--- config.mk ---
export PLATFORM = sky130hd
export DESIGN_NAME = stereo_soft_clip_output_top
export DESIGN_NICKNAME = d
export VERILOG_FILES = /design/src/rtl/core/scc_pkg.sv /design/src/rtl/core/scc_lane.sv /design/src/rtl/core/scc_merge.sv /design/src/rtl/core/stereo_soft_clip_output_top.sv
export VERILOG_INCLUDE_DIRS = /design/src /design/src/rtl/core
export SDC_FILE = /design/constraint.sdc
export NUM_CORES = 2
export LEC_CHECK = 0
export BUFFER_PORTS_ARGS = -buffer_cell sky130_fd_sc_hd__buf_2
export CORE_MARGIN = 10
export CORE_UTILIZATION = 45
export DETAILED_ROUTE_END_ITERATION = 8
export RECOVER_POWER = 25
export REMOVE_ABC_BUFFERS = 1
export SLEW_MARGIN = 20
export SYNTH_ARGS = -nofsm -noshare
export SYNTH_HDL_FRONTEND = slang
export SYNTH_SLANG_ARGS = --single-unit
--- constraint.sdc ---
create_clock -name clk -period 24.6 [get_ports clk]
set_input_delay 4.92 -clock clk [delete_from_list [all_inputs] [get_ports clk]]
set_output_delay 4.92 -clock clk [all_outputs]
set_load 0.05 [all_outputs]
--- src/rtl/core/stereo_soft_clip_output_top_defines.svh ---
// Assertion macros for the soft clip output block.
`ifndef STEREO_SOFT_CLIP_OUTPUT_TOP_DEFINES_SVH
`define STEREO_SOFT_CLIP_OUTPUT_TOP_DEFINES_SVH

`ifndef SYNTH
`define SCC_ASSERT_SAME(label, ante, cons) \
  label: assert property (@(posedge clk) disable iff (rst) (ante) |-> (cons)) \
    else $error("assertion failed");
`define SCC_ASSERT_NEXT(label, ante, cons) \
  label: assert property (@(posedge clk) disable iff (rst) (ante) |=> (cons)) \
    else $error("assertion failed");
`else
`define SCC_ASSERT_SAME(label, ante, cons)
`define SCC_ASSERT_NEXT(label, ante, cons)
`endif

`endif

--- src/rtl/core/scc_pkg.sv ---
`timescale 1ns / 1ps

package scc_pkg;

  localparam int SAMPLE_W = 32;
  localparam int OUT_W    = 16;
  localparam int MAG_W    = 31;
  localparam int Y_W      = 15;
  localparam int FRAME_W  = 14;
  localparam int BLEN_W   = 15;
  localparam int CIDX_W   = 2;
  localparam int QW       = 13;
  localparam int NUM_W    = MAG_W + QW;
  localparam int NSTG     = 3 + QW;

  localparam logic [MAG_W-1:0] KNEE  = MAG_W'(24576);
  localparam logic [MAG_W-1:0] RANGE = MAG_W'(8191);

  typedef enum logic [CIDX_W-1:0] {
    REG_OUTPUT_ENABLE = 2'd0,
    REG_BLOCK_LENGTH  = 2'd1
  } reg_idx_t;

  typedef struct packed {
    logic [NSTG-1:0] ld;
  } ctrl_t;

  typedef struct packed {
    logic [QW-1:0]  q;
    logic [Y_W-1:0] mag;
    logic           neg;
    logic           knee;
  } lane_res_t;

endpackage

--- src/rtl/core/scc_lane.sv ---
`timescale 1ns / 1ps

module scc_lane (
  input  logic                             clk,
  input  scc_pkg::ctrl_t                   ctrl,
  input  logic signed [scc_pkg::SAMPLE_W-1:0] sample,
  output scc_pkg::lane_res_t               res
);

  localparam int QW    = scc_pkg::QW;
  localparam int MAG_W = scc_pkg::MAG_W;
  localparam int NUM_W = scc_pkg::NUM_W;
  localparam int Y_W   = scc_pkg::Y_W;

  logic [scc_pkg::SAMPLE_W-1:0] negv;
  logic [MAG_W-1:0]             mag_in;

  logic [MAG_W-1:0] mag0;
  logic             neg0;
  logic [MAG_W-1:0] over1;
  logic [Y_W-1:0]   mag1;
  logic             neg1;
  logic             knee1;

  logic [NUM_W-1:0] rem  [QW+1];
  logic [MAG_W-1:0] den  [QW+1];
  logic [QW-1:0]    quo  [QW+1];
  logic [Y_W-1:0]   magp [QW+1];
  logic             negp [QW+1];
  logic             knp  [QW+1];

  always_comb begin
    negv = -sample;
    if (sample[scc_pkg::SAMPLE_W-1]) begin
      mag_in = negv[scc_pkg::SAMPLE_W-1] ? '1 : negv[MAG_W-1:0];
    end else begin
      mag_in = sample[MAG_W-1:0];
    end
  end

  // magnitude with saturation of the most negative value
  always_ff @(posedge clk) begin
    if (ctrl.ld[0]) begin
      mag0 <= mag_in;
      neg0 <= sample[scc_pkg::SAMPLE_W-1];
    end
  end

  always_ff @(posedge clk) begin
    if (ctrl.ld[1]) begin
      knee1 <= (mag0 <= scc_pkg::KNEE);
      over1 <= (mag0 <= scc_pkg::KNEE) ? '0 : mag0 - scc_pkg::KNEE;
      mag1  <= mag0[Y_W-1:0];
      neg1  <= neg0;
    end
  end

  // numerator 8191*over, denominator over+8191
  always_ff @(posedge clk) begin
    if (ctrl.ld[2]) begin
      rem[0]  <= {over1, {QW{1'b0}}} - NUM_W'(over1);
      den[0]  <= over1 + scc_pkg::RANGE;
      quo[0]  <= '0;
      magp[0] <= mag1;
      negp[0] <= neg1;
      knp[0]  <= knee1;
    end
  end

  // restoring divider, one quotient bit per stage
  for (genvar k = 0; k < QW; k++) begin : g_div
    localparam int BIT = QW - 1 - k;
    logic [NUM_W-1:0] dsh;
    logic             ge;
    logic [QW-1:0]    qn;

    always_comb begin
      dsh     = NUM_W'(den[k]) << BIT;
      ge      = (rem[k] >= dsh);
      qn      = quo[k];
      qn[BIT] = ge;
    end

    always_ff @(posedge clk) begin
      if (ctrl.ld[3+k]) begin
        rem[k+1]  <= ge ? rem[k] - dsh : rem[k];
        den[k+1]  <= den[k];
        quo[k+1]  <= qn;
        magp[k+1] <= magp[k];
        negp[k+1] <= negp[k];
        knp[k+1]  <= knp[k];
      end
    end
  end

  always_comb begin
    res.q    = quo[QW];
    res.mag  = magp[QW];
    res.neg  = negp[QW];
    res.knee = knp[QW];
  end

endmodule

--- src/rtl/core/scc_merge.sv ---
`timescale 1ns / 1ps
`include "stereo_soft_clip_output_top_defines.svh"

module scc_merge (
  input  logic                             clk,
  input  logic                             rst,
  input  logic                             vld_in,
  input  logic                             silent,
  input  scc_pkg::lane_res_t               res_l,
  input  scc_pkg::lane_res_t               res_r,
  output logic                             ready,
  output logic                             out_valid,
  input  logic                             out_stall,
  output logic signed [scc_pkg::OUT_W-1:0] left_out,
  output logic signed [scc_pkg::OUT_W-1:0] right_out
);

  localparam int OUT_W = scc_pkg::OUT_W;
  localparam int Y_W   = scc_pkg::Y_W;

  logic             ld;
  logic [OUT_W-1:0] l_next;
  logic [OUT_W-1:0] r_next;

  function automatic logic [OUT_W-1:0] shape(scc_pkg::lane_res_t r);
    logic [Y_W-1:0] y;
    y = r.knee ? r.mag : Y_W'(scc_pkg::KNEE) + Y_W'(r.q);
    return r.neg ? -{1'b0, y} : {1'b0, y};
  endfunction

  assign ready = !out_valid || !out_stall;
  assign ld    = ready && vld_in;

  always_comb begin
    l_next = silent ? '0 : shape(res_l);
    r_next = silent ? '0 : shape(res_r);
  end

  always_ff @(posedge clk) begin
    if (rst) begin
      out_valid <= 1'b0;
    end else if (ready) begin
      out_valid <= vld_in;
    end
  end

  always_ff @(posedge clk) begin
    if (ld) begin
      left_out  <= l_next;
      right_out <= r_next;
    end
  end

  `SCC_ASSERT_SAME(a_no_min_code, out_valid,
    left_out != 16'sh8000 && right_out != 16'sh8000)
  `SCC_ASSERT_NEXT(a_silent_zero, ld && silent, left_out == '0 && right_out == '0)
  `SCC_ASSERT_NEXT(a_knee_pass, ld && !silent && res_l.knee,
    left_out <= 16'sd24576 && left_out >= -16'sd24576)

endmodule

--- src/rtl/core/stereo_soft_clip_output_top.sv ---
`timescale 1ns / 1ps
`include "stereo_soft_clip_output_top_defines.svh"

// Stereo soft clipper: 32-bit mixed PCM frame in, two 16-bit samples out.
// Input channel: in_valid/in_stall with left_sample, right_sample,
// pcm_available and frame_index. A transfer happens when in_valid is high
// and in_stall is low. Output channel: out_valid/out_stall with left_out and
// right_out, one result per input frame, in order.
// Config channel: cfg_valid/cfg_ready with cfg_index (0 output_enable,
// 1 block_length) and cfg_data; cfg_ready is always high, other indexes
// are ignored. Write config only while the block is empty.
// The frame passes 17 register stages, the first loaded at the input
// transfer edge: three of magnitude and operand setup, thirteen restoring
// divider stages (one quotient bit each, one per lane), and the output
// register. Throughput is one frame per cycle while out_stall is low.
// When out_stall holds a result, the stages behind it keep filling until
// they are all occupied, and only then is in_stall raised. Reset (rst,
// synchronous) empties the pipeline and clears output_enable and
// block_length to zero.
module stereo_soft_clip_output_top (
  input  logic                                clk,
  input  logic                                rst,
  input  logic                                in_valid,
  output logic                                in_stall,
  input  logic signed [scc_pkg::SAMPLE_W-1:0] left_sample,
  input  logic signed [scc_pkg::SAMPLE_W-1:0] right_sample,
  input  logic                                pcm_available,
  input  logic [scc_pkg::FRAME_W-1:0]         frame_index,
  output logic                                out_valid,
  input  logic                                out_stall,
  output logic signed [scc_pkg::OUT_W-1:0]    left_out,
  output logic signed [scc_pkg::OUT_W-1:0]    right_out,
  input  logic                                cfg_valid,
  output logic                                cfg_ready,
  input  logic [scc_pkg::CIDX_W-1:0]          cfg_index,
  input  logic [scc_pkg::BLEN_W-1:0]          cfg_data
);

  localparam int NSTG = scc_pkg::NSTG;

  logic                        output_enable;
  logic [scc_pkg::BLEN_W-1:0]  block_length;
  logic [NSTG-1:0]             vld;
  logic                        sil [NSTG];
  logic [NSTG:0]               rdy;
  logic                        sil_in;
  scc_pkg::ctrl_t              ctrl;
  scc_pkg::lane_res_t          res_l;
  scc_pkg::lane_res_t          res_r;
  logic                        merge_ready;

  assign cfg_ready = 1'b1;

  always_ff @(posedge clk) begin
    if (rst) begin
      output_enable <= 1'b0;
      block_length  <= '0;
    end else if (cfg_valid) begin
      case (scc_pkg::reg_idx_t'(cfg_index))
        scc_pkg::REG_OUTPUT_ENABLE: output_enable <= cfg_data[0];
        scc_pkg::REG_BLOCK_LENGTH:  block_length  <= cfg_data;
        default: ;
      endcase
    end
  end

  assign sil_in = !output_enable || !pcm_available ||
                  ({1'b0, frame_index} >= block_length);

  // per-stage ready chain, a stage loads when empty or when it drains
  always_comb begin
    rdy[NSTG] = merge_ready;
    for (int k = NSTG - 1; k >= 0; k--) begin
      rdy[k] = !vld[k] || rdy[k+1];
    end
    ctrl.ld[0] = rdy[0] && in_valid;
    for (int k = 1; k < NSTG; k++) begin
      ctrl.ld[k] = rdy[k] && vld[k-1];
    end
  end

  assign in_stall = !rdy[0];

  always_ff @(posedge clk) begin
    if (rst) begin
      vld <= '0;
    end else begin
      if (rdy[0]) vld[0] <= in_valid;
      for (int k = 1; k < NSTG; k++) begin
        if (rdy[k]) vld[k] <= vld[k-1];
      end
    end
  end

  always_ff @(posedge clk) begin
    if (ctrl.ld[0]) sil[0] <= sil_in;
    for (int k = 1; k < NSTG; k++) begin
      if (ctrl.ld[k]) sil[k] <= sil[k-1];
    end
  end

  scc_lane u_lane_l (
    .clk    (clk),
    .ctrl   (ctrl),
    .sample (left_sample),
    .res    (res_l)
  );

  scc_lane u_lane_r (
    .clk    (clk),
    .ctrl   (ctrl),
    .sample (right_sample),
    .res    (res_r)
  );

  scc_merge u_merge (
    .clk       (clk),
    .rst       (rst),
    .vld_in    (vld[NSTG-1]),
    .silent    (sil[NSTG-1]),
    .res_l     (res_l),
    .res_r     (res_r),
    .ready     (merge_ready),
    .out_valid (out_valid),
    .out_stall (out_stall),
    .left_out  (left_out),
    .right_out (right_out)
  );

  `SCC_ASSERT_NEXT(a_accept_fills, in_valid && !in_stall, vld[0])
  `SCC_ASSERT_SAME(a_stall_full, in_stall, vld == '1)

endmodule

==> Yosys cells after proc, flatten, opt, wreduce, memory -nomap -nowiden <==
Memory sizes are Yosys's and may differ from the RTL's.
Index checks and enable logic that the tools add are counted.
{ "classes": {"add_sub_neg": 38, "n_lt_le_gt_ge": 29, "eq_ne": 1, "n_mux": 66, "bitwise_logic": 2, "n_reduce_logical": 62} }
{ "op_table": {"columns": ["op", "n"], "rows": [
  ["two-way mux 44 bit", 26],
  ["subtractor 44 x 31 -> 44 bit", 4],
  ["two-way mux 31 bit", 4],
  [">= comparator 44 x 31 -> 1 bit", 2],
  [">= comparator 44 x 32 -> 1 bit", 2],
  [">= comparator 44 x 33 -> 1 bit", 2],
  [">= comparator 44 x 34 -> 1 bit", 2],
  [">= comparator 44 x 35 -> 1 bit", 2],
  [">= comparator 44 x 36 -> 1 bit", 2],
  [">= comparator 44 x 37 -> 1 bit", 2],
  [">= comparator 44 x 38 -> 1 bit", 2],
  [">= comparator 44 x 39 -> 1 bit", 2],
  [">= comparator 44 x 40 -> 1 bit", 2],
  [">= comparator 44 x 41 -> 1 bit", 2],
  [">= comparator 44 x 42 -> 1 bit", 2],
  [">= comparator 44 x 43 -> 1 bit", 2],
  ["subtractor 44 x 32 -> 44 bit", 2],
  ["subtractor 44 x 33 -> 44 bit", 2],
  ["subtractor 44 x 34 -> 44 bit", 2],
  ["subtractor 44 x 35 -> 44 bit", 2],
  ["subtractor 44 x 36 -> 44 bit", 2],
  ["subtractor 44 x 37 -> 44 bit", 2],
  ["subtractor 44 x 38 -> 44 bit", 2],
  ["subtractor 44 x 39 -> 44 bit", 2],
  ["21 further kinds", 122]
]} }
{ "word_totals": {"reg_bits": 225, "ram_bits": 2956, "inputBits": 101, "out_inout_bits": 35, "mem_count": 13} }
{ "memory_table": {"columns": ["memory", "depth", "width", "read_ports", "rd_clocked_by_memory_dff", "write_ports", "line", "text"], "rows": [
  ["u_lane_l.rem", 14, 44, 13, 0, 14, "scc_lane.sv:25", "logic [NUM_W-1:0] rem [QW+1];"],
  ["u_lane_r.rem", 14, 44, 13, 0, 14, "scc_lane.sv:25", null],
  ["u_lane_l.den", 14, 31, 13, 0, 14, "scc_lane.sv:26", "logic [MAG_W-1:0] den [QW+1];"],
  ["u_lane_r.den", 14, 31, 13, 0, 14, "scc_lane.sv:26", null],
  ["u_lane_l.magp", 14, 15, 14, 0, 14, "scc_lane.sv:28", "logic [Y_W-1:0] magp [QW+1];"],
  ["u_lane_r.magp", 14, 15, 14, 0, 14, "scc_lane.sv:28", null],
  ["7 more memories", null, null, null, null, null, null, null]
]} }

==> Longest topological paths before layout <==
{ "logic_depth": {"ltp_word": 21, "mapped_depth": 16, "mapped_depth_nobuf": 15} }

==> Hierarchy <==
From an unflattened synthesis, not the netlist that was laid out.
{ "unflattened": {"cells_unflattened": 12902, "area_unflattened_um2": 148745.2} }
{ "modules_own_cells": {"columns": ["mod", "instances", "cells_each", "area_each_um2", "seq_area_each_um2"], "rows": [
  ["scc_lane (u_lane_l)", 1, 6239, 72159.2, 41559.9],
  ["scc_lane (u_lane_r)", 1, 6201, 71995.3, 41559.9],
  ["scc_merge", 1, 239, 2438.6, 980.9],
  ["stereo_soft_clip_output_top", 1, 223, 2152.1, 1121.1]
]} }

==> Least setup slack after synthesis <==
No wires, ideal clock.
{ "synth_timing": {"kind": "input-to-reg", "start": "input port out_stall", "end": "memory sil[12][0] (netlist: sil[1][4]) (enable)", "setup_time_ps": 1083, "arrival_ps": 20231, "t_required_ps": 23517, "setup_slack_ps": 3286, "path_stages": 4, "n_path_buf": 1, "cell_sequence": "and3_1 > and3_1 > clkbuf_1 > a21boi_0"} }
{ "synth_rtl": {"columns": ["element", "line", "text"], "rows": [
  ["start: declaration", "stereo_soft_clip_output_top.sv:30", "input logic out_stall,"],
  ["end: declaration", "stereo_soft_clip_output_top.sv:44", "logic sil [NSTG];"]
]} }

==> Worst setup path in the final report <==
{ "layout_timing": {"start": "input port out_stall", "end": "output port in_stall"} }
{ "layout_via": {"elab_chain_len": 19} }
{ "layout_rtl": {"columns": ["element", "line", "text"], "rows": [
  ["logical NOT 1 bit", "scc_merge.sv:31", "assign ready = !out_valid || !out_stall;"],
  ["logical OR 1 bit", "scc_merge.sv:31", null],
  ["logical OR 1 bit (16 in series)", "stereo_soft_clip_output_top.sv:74", "rdy[k] = !vld[k] || rdy[k+1];"],
  ["logical NOT 1 bit", "stereo_soft_clip_output_top.sv:82", "assign in_stall = !rdy[0];"],
  ["end: declaration", "stereo_soft_clip_output_top.sv:24", "output logic in_stall,"]
]} }
Every way passes these cells.

==> results.py <==
metrics = {
    "placement": {
        "placement.io_buffers": 134,
        "dp.cells": 16600,
        "place_congestion": 0.908,
        "dp_hpwl_mm": 242,
    },
    "clock_tree": {
        "cts_tree": "done",
        "cts_root_buf": "clkbuf_16",
        "cts.sinks": 2849,
        "cts_max_level": 5,
        "clk_latency_ns": 0.92,
        "post_cts_buffers": 0,
        "cts_resized": 0,
        "numCtsBuffers": 308,
        "hold_buffers": 0,
        "clk_path_buf_depth": 4,
        "clkTransAtPathRegs_ns": 0.06,
    },
    "setup_path": {
        "worstRegToRegCells": 13,
        "crit_type": "in -> out",
        "crit-reg2reg-launch": "u_lane_l.den[1][62]$_DFFE_PP_",
        "crit_top_cell": "nand3_1",
        "cp_max_fo": 7,
        "critPathArrivalTime_ns": 7.75,
        "r2r_setup_slack_ns": 19.92,
        "critPathSlowestCell": "and3_1",
        "critPathCaptureType": "output port",
        "worstPathCellList": "buf_2 -> and3_1 -> and3_1 -> nand3_1 -> nor3_1 -> buf_4 -> nand3_1 -> nor2_1 -> nand3_1 -> inv_1 -> buf_2",
        "critPathRequiredTime_ns": 19.68,
        "slowest_delay_ns": 0.51,
        "start_kind": "input pin",
        "r2r-end": "u_lane_l.rem[1][170]$_DFFE_PP_",
    },
    "worst_hold_path": {
        "hold_depth": 0,
        "min_delay_worst_endpoint": "u_lane_r.quo[6][16]$_DFFE_PP_",
        "holdCritPathClass": "reg -> reg",
        "worstHoldStart": "u_lane_r.quo[6][3]$_DFFE_PP_",
    },
    "logic_synthesis": {
        "yosys_warnings": 0,
        "synth_top_area_share_pct": 58.1,
        "ys_top_cells_by_area": "edfxtp_1 (58%), ha_1 (7.4%), xnor2_1 (3.5%)",
        "synth_largest_area_cell": "edfxtp_1",
        "ys_ff_latch": 2849,
        "synth_area_um2": 145000,
        "netlist-cell-type-count": 92,
        "async_flop_share_pct": 0,
        "ys_seq_area_share_pct": 58.6,
        "synth_top_flop_cell": "edfxtp_1",
        "avgSynthCellArea_um2": 11.8,
        "synth_edf_count": 2816,
        "synthCells": 12300,
    },
    "floorplanning": {
        "dieArea_um2": 346000,
        "ioPinCount": 136,
        "placementRows": 208,
        "die_w_um": 588,
        "initial_core_util_pct": 45.2,
        "coreArea_um2": 321000,
        "die_h_um": 588,
    },
    "detailed_routing": {
        "drt_first_pass_iters": 6,
        "vias": 91800,
        "drc": 0,
        "post_drt_wl_per_cell_um": 18.3,
        "drt_iter0_drc": 6509,
        "drt.antenna.violating_nets": 0,
        "post_drt_via_cell_ratio": 5.36,
        "wl_mm": 313,
    },
    "timing": {
        "relSlewSlack_pct": 26.1,
        "worstMarginPinSlew_ns": 1.11,
        "final_hold_viol_count": 0,
        "post-route-period-util_pct": 51.5,
        "finalCriticalPeriod_ns": 12.67,
        "fmax_mhz": 78.9,
        "finalSetupTns_ns": 0,
        "drv_slew": 0,
        "fin_skew_ns": 0.0778,
        "setup_viol": 0,
        "rsz0062_at_grt": "no",
    },
    "global_routing": {
        "antenna_found_initial": 1,
        "overflow": 0,
        "grt_pass1_vias": 90800,
        "grt_pass1_wl_mm": 494,
        "grt_max_degree": 141,
        "grt_usage_pct": 17.4,
    },
    "layout": {
        "final_util_pct": 50.2,
        "syn2layout_area_growth_pct": 10.9,
        "nFillCells": 27700,
        "stdcell_count": 17100,
        "drive_above_1_share_pct": 7.16,
        "nets": 13600,
    },
    "pwr": {
        "p_leak_nw": 60.9,
        "p_per_area_nw_per_um2": 62.2,
        "total_power_mw": 10.0,
        "vdd_ir_drop_max_mv": 0.0539,
    },
    "status": {
        "outcome": "completed",
    },
    "flow_run": {
        "cap_viol_max_count": 0,
    },
}
==> worst max path at each step <==
stage	start	end	slack, ns	cells past startpoint
after global placement	out_stall	in_stall	11.85	11
final	out_stall	in_stall	11.93	11
after floorplan	out_stall	sil[1][6]$_DFFE_PP_	3.31	2
after CTS	out_stall	in_stall	11.89	11
after global routing	out_stall	in_stall	11.63	11
after detailed placement	out_stall	in_stall	11.90	11
==> cells by family after synthesis <==
kind of cell	after synthesis	share of synthesized area [%]
flops	2849	58.6
fa+ha+maj	888	7.76
mux	168	1.28
compound gates	2948	12.5
buf+inv	1383	3.59
xor+xnor	992	5.97
simple gates	3084	10.3
other cells	1	0.00258
==> layout make-up <==
type	count	area [um2]	share of cell area (%)
repair buffers	217	1310	0.814
flip-flops and latches	2849	85200	52.8
clock inverters	189	1870	1.16
diodes	1	2.50	0.00155
clock buffers	365	8040	4.98
well taps	4305	5390	3.34
multi-input cells	8081	55300	34.3
inverters	1111	4170	2.58
==> Yosys cell counts, types with 214 or more instances <==
cell type,count
xnor2_1,580
nand2_1,905
nor2_1,788
o21ai_0,717
edfxtp_1,2816
xor2_1,412
ha_1,864
nor3_1,214
inv_1,1108
a21o_1,465
clkbuf_1,240
a21oi_1,969
==> placed cells by master (no fill, tap or decap), types with 33 or more instances in the layout <==
cell type	instances
o21bai_1	91
clkbuf_16	313
and3_1	79
nand4_1	167
nand3_1	167
o31ai_1	74
nand2b_1	153
or4_1	46
nor3_1	214
nand2_1	905
edfxtp_1	2816
o21ai_0	714
or3_1	82
clkbuf_1	51
xor2_1	412
xnor2_1	580
buf_4	81
dfxtp_1	33
or2_2	34
a21o_1	464
o21a_1	98
a31oi_1	90
a21oi_1	965
inv_1	1108
mux2_2	138
a211oi_1	69
and2_1	46
ha_1	864
o211ai_1	47
clkinv_1	60
buf_2	134
nor2_1	786
clkinv_2	53
nor4_1	96
nor2b_1	157
==> metrics by stage <==
step | instance area, um2 | hold slack, ns | setup slack (ns)
finish | 161000 | 0.392 | 11.93
global route | 161000 | 0.391 | 11.63
CTS | 161000 | 0.391 | 11.89
detailed placement | 151000 | 0.405 | 11.90
global placement | 151000 | 0.403 | 11.85
floorplan | 144000 | 0.400 | 3.31
==> flip-flops by register name, summed over array words and instances, names as in the netlist, 15 cells and up <==
signal	count
u_merge.left_out	16
u_lane_r.magp	210
u_lane_l.mag0	31
u_lane_l.quo	91
vld	16
u_lane_r.rem	572
u_lane_l.over1	31
u_lane_l.magp	210
block_length	15
u_lane_r.mag1	15
u_lane_r.quo	91
u_merge.right_out	16
u_lane_r.mag0	31
u_lane_r.den	403
u_lane_l.den	403
sil	16
u_lane_l.mag1	15
u_lane_r.over1	31
u_lane_l.rem	572
==> critical path, delay by kind of cell <==
kind | cells | cell delay (ns)
and+or+nand+nor | 7 | 2.03
buffers and inverters | 4 | 0.78
==> report_power, final <==
part	internal (mW)	switching, mW
Sequential	5.32	0.0315
Combinational	0.0876	0.128
Clock	2.59	1.88
==> per-layer routing <==
layer | track usage, % | vias up | routed length (um)
met3 | 2.19 | 721 | 11300
met1 | 23.0 | 43200 | 142000
met2 | 28.4 | 2122 | 143000
met4 | 8.32 | 0 | 16700
met5 | 0 | - | 0
li1 | - | 45700 | -
(Power assumes the default switching activity.)
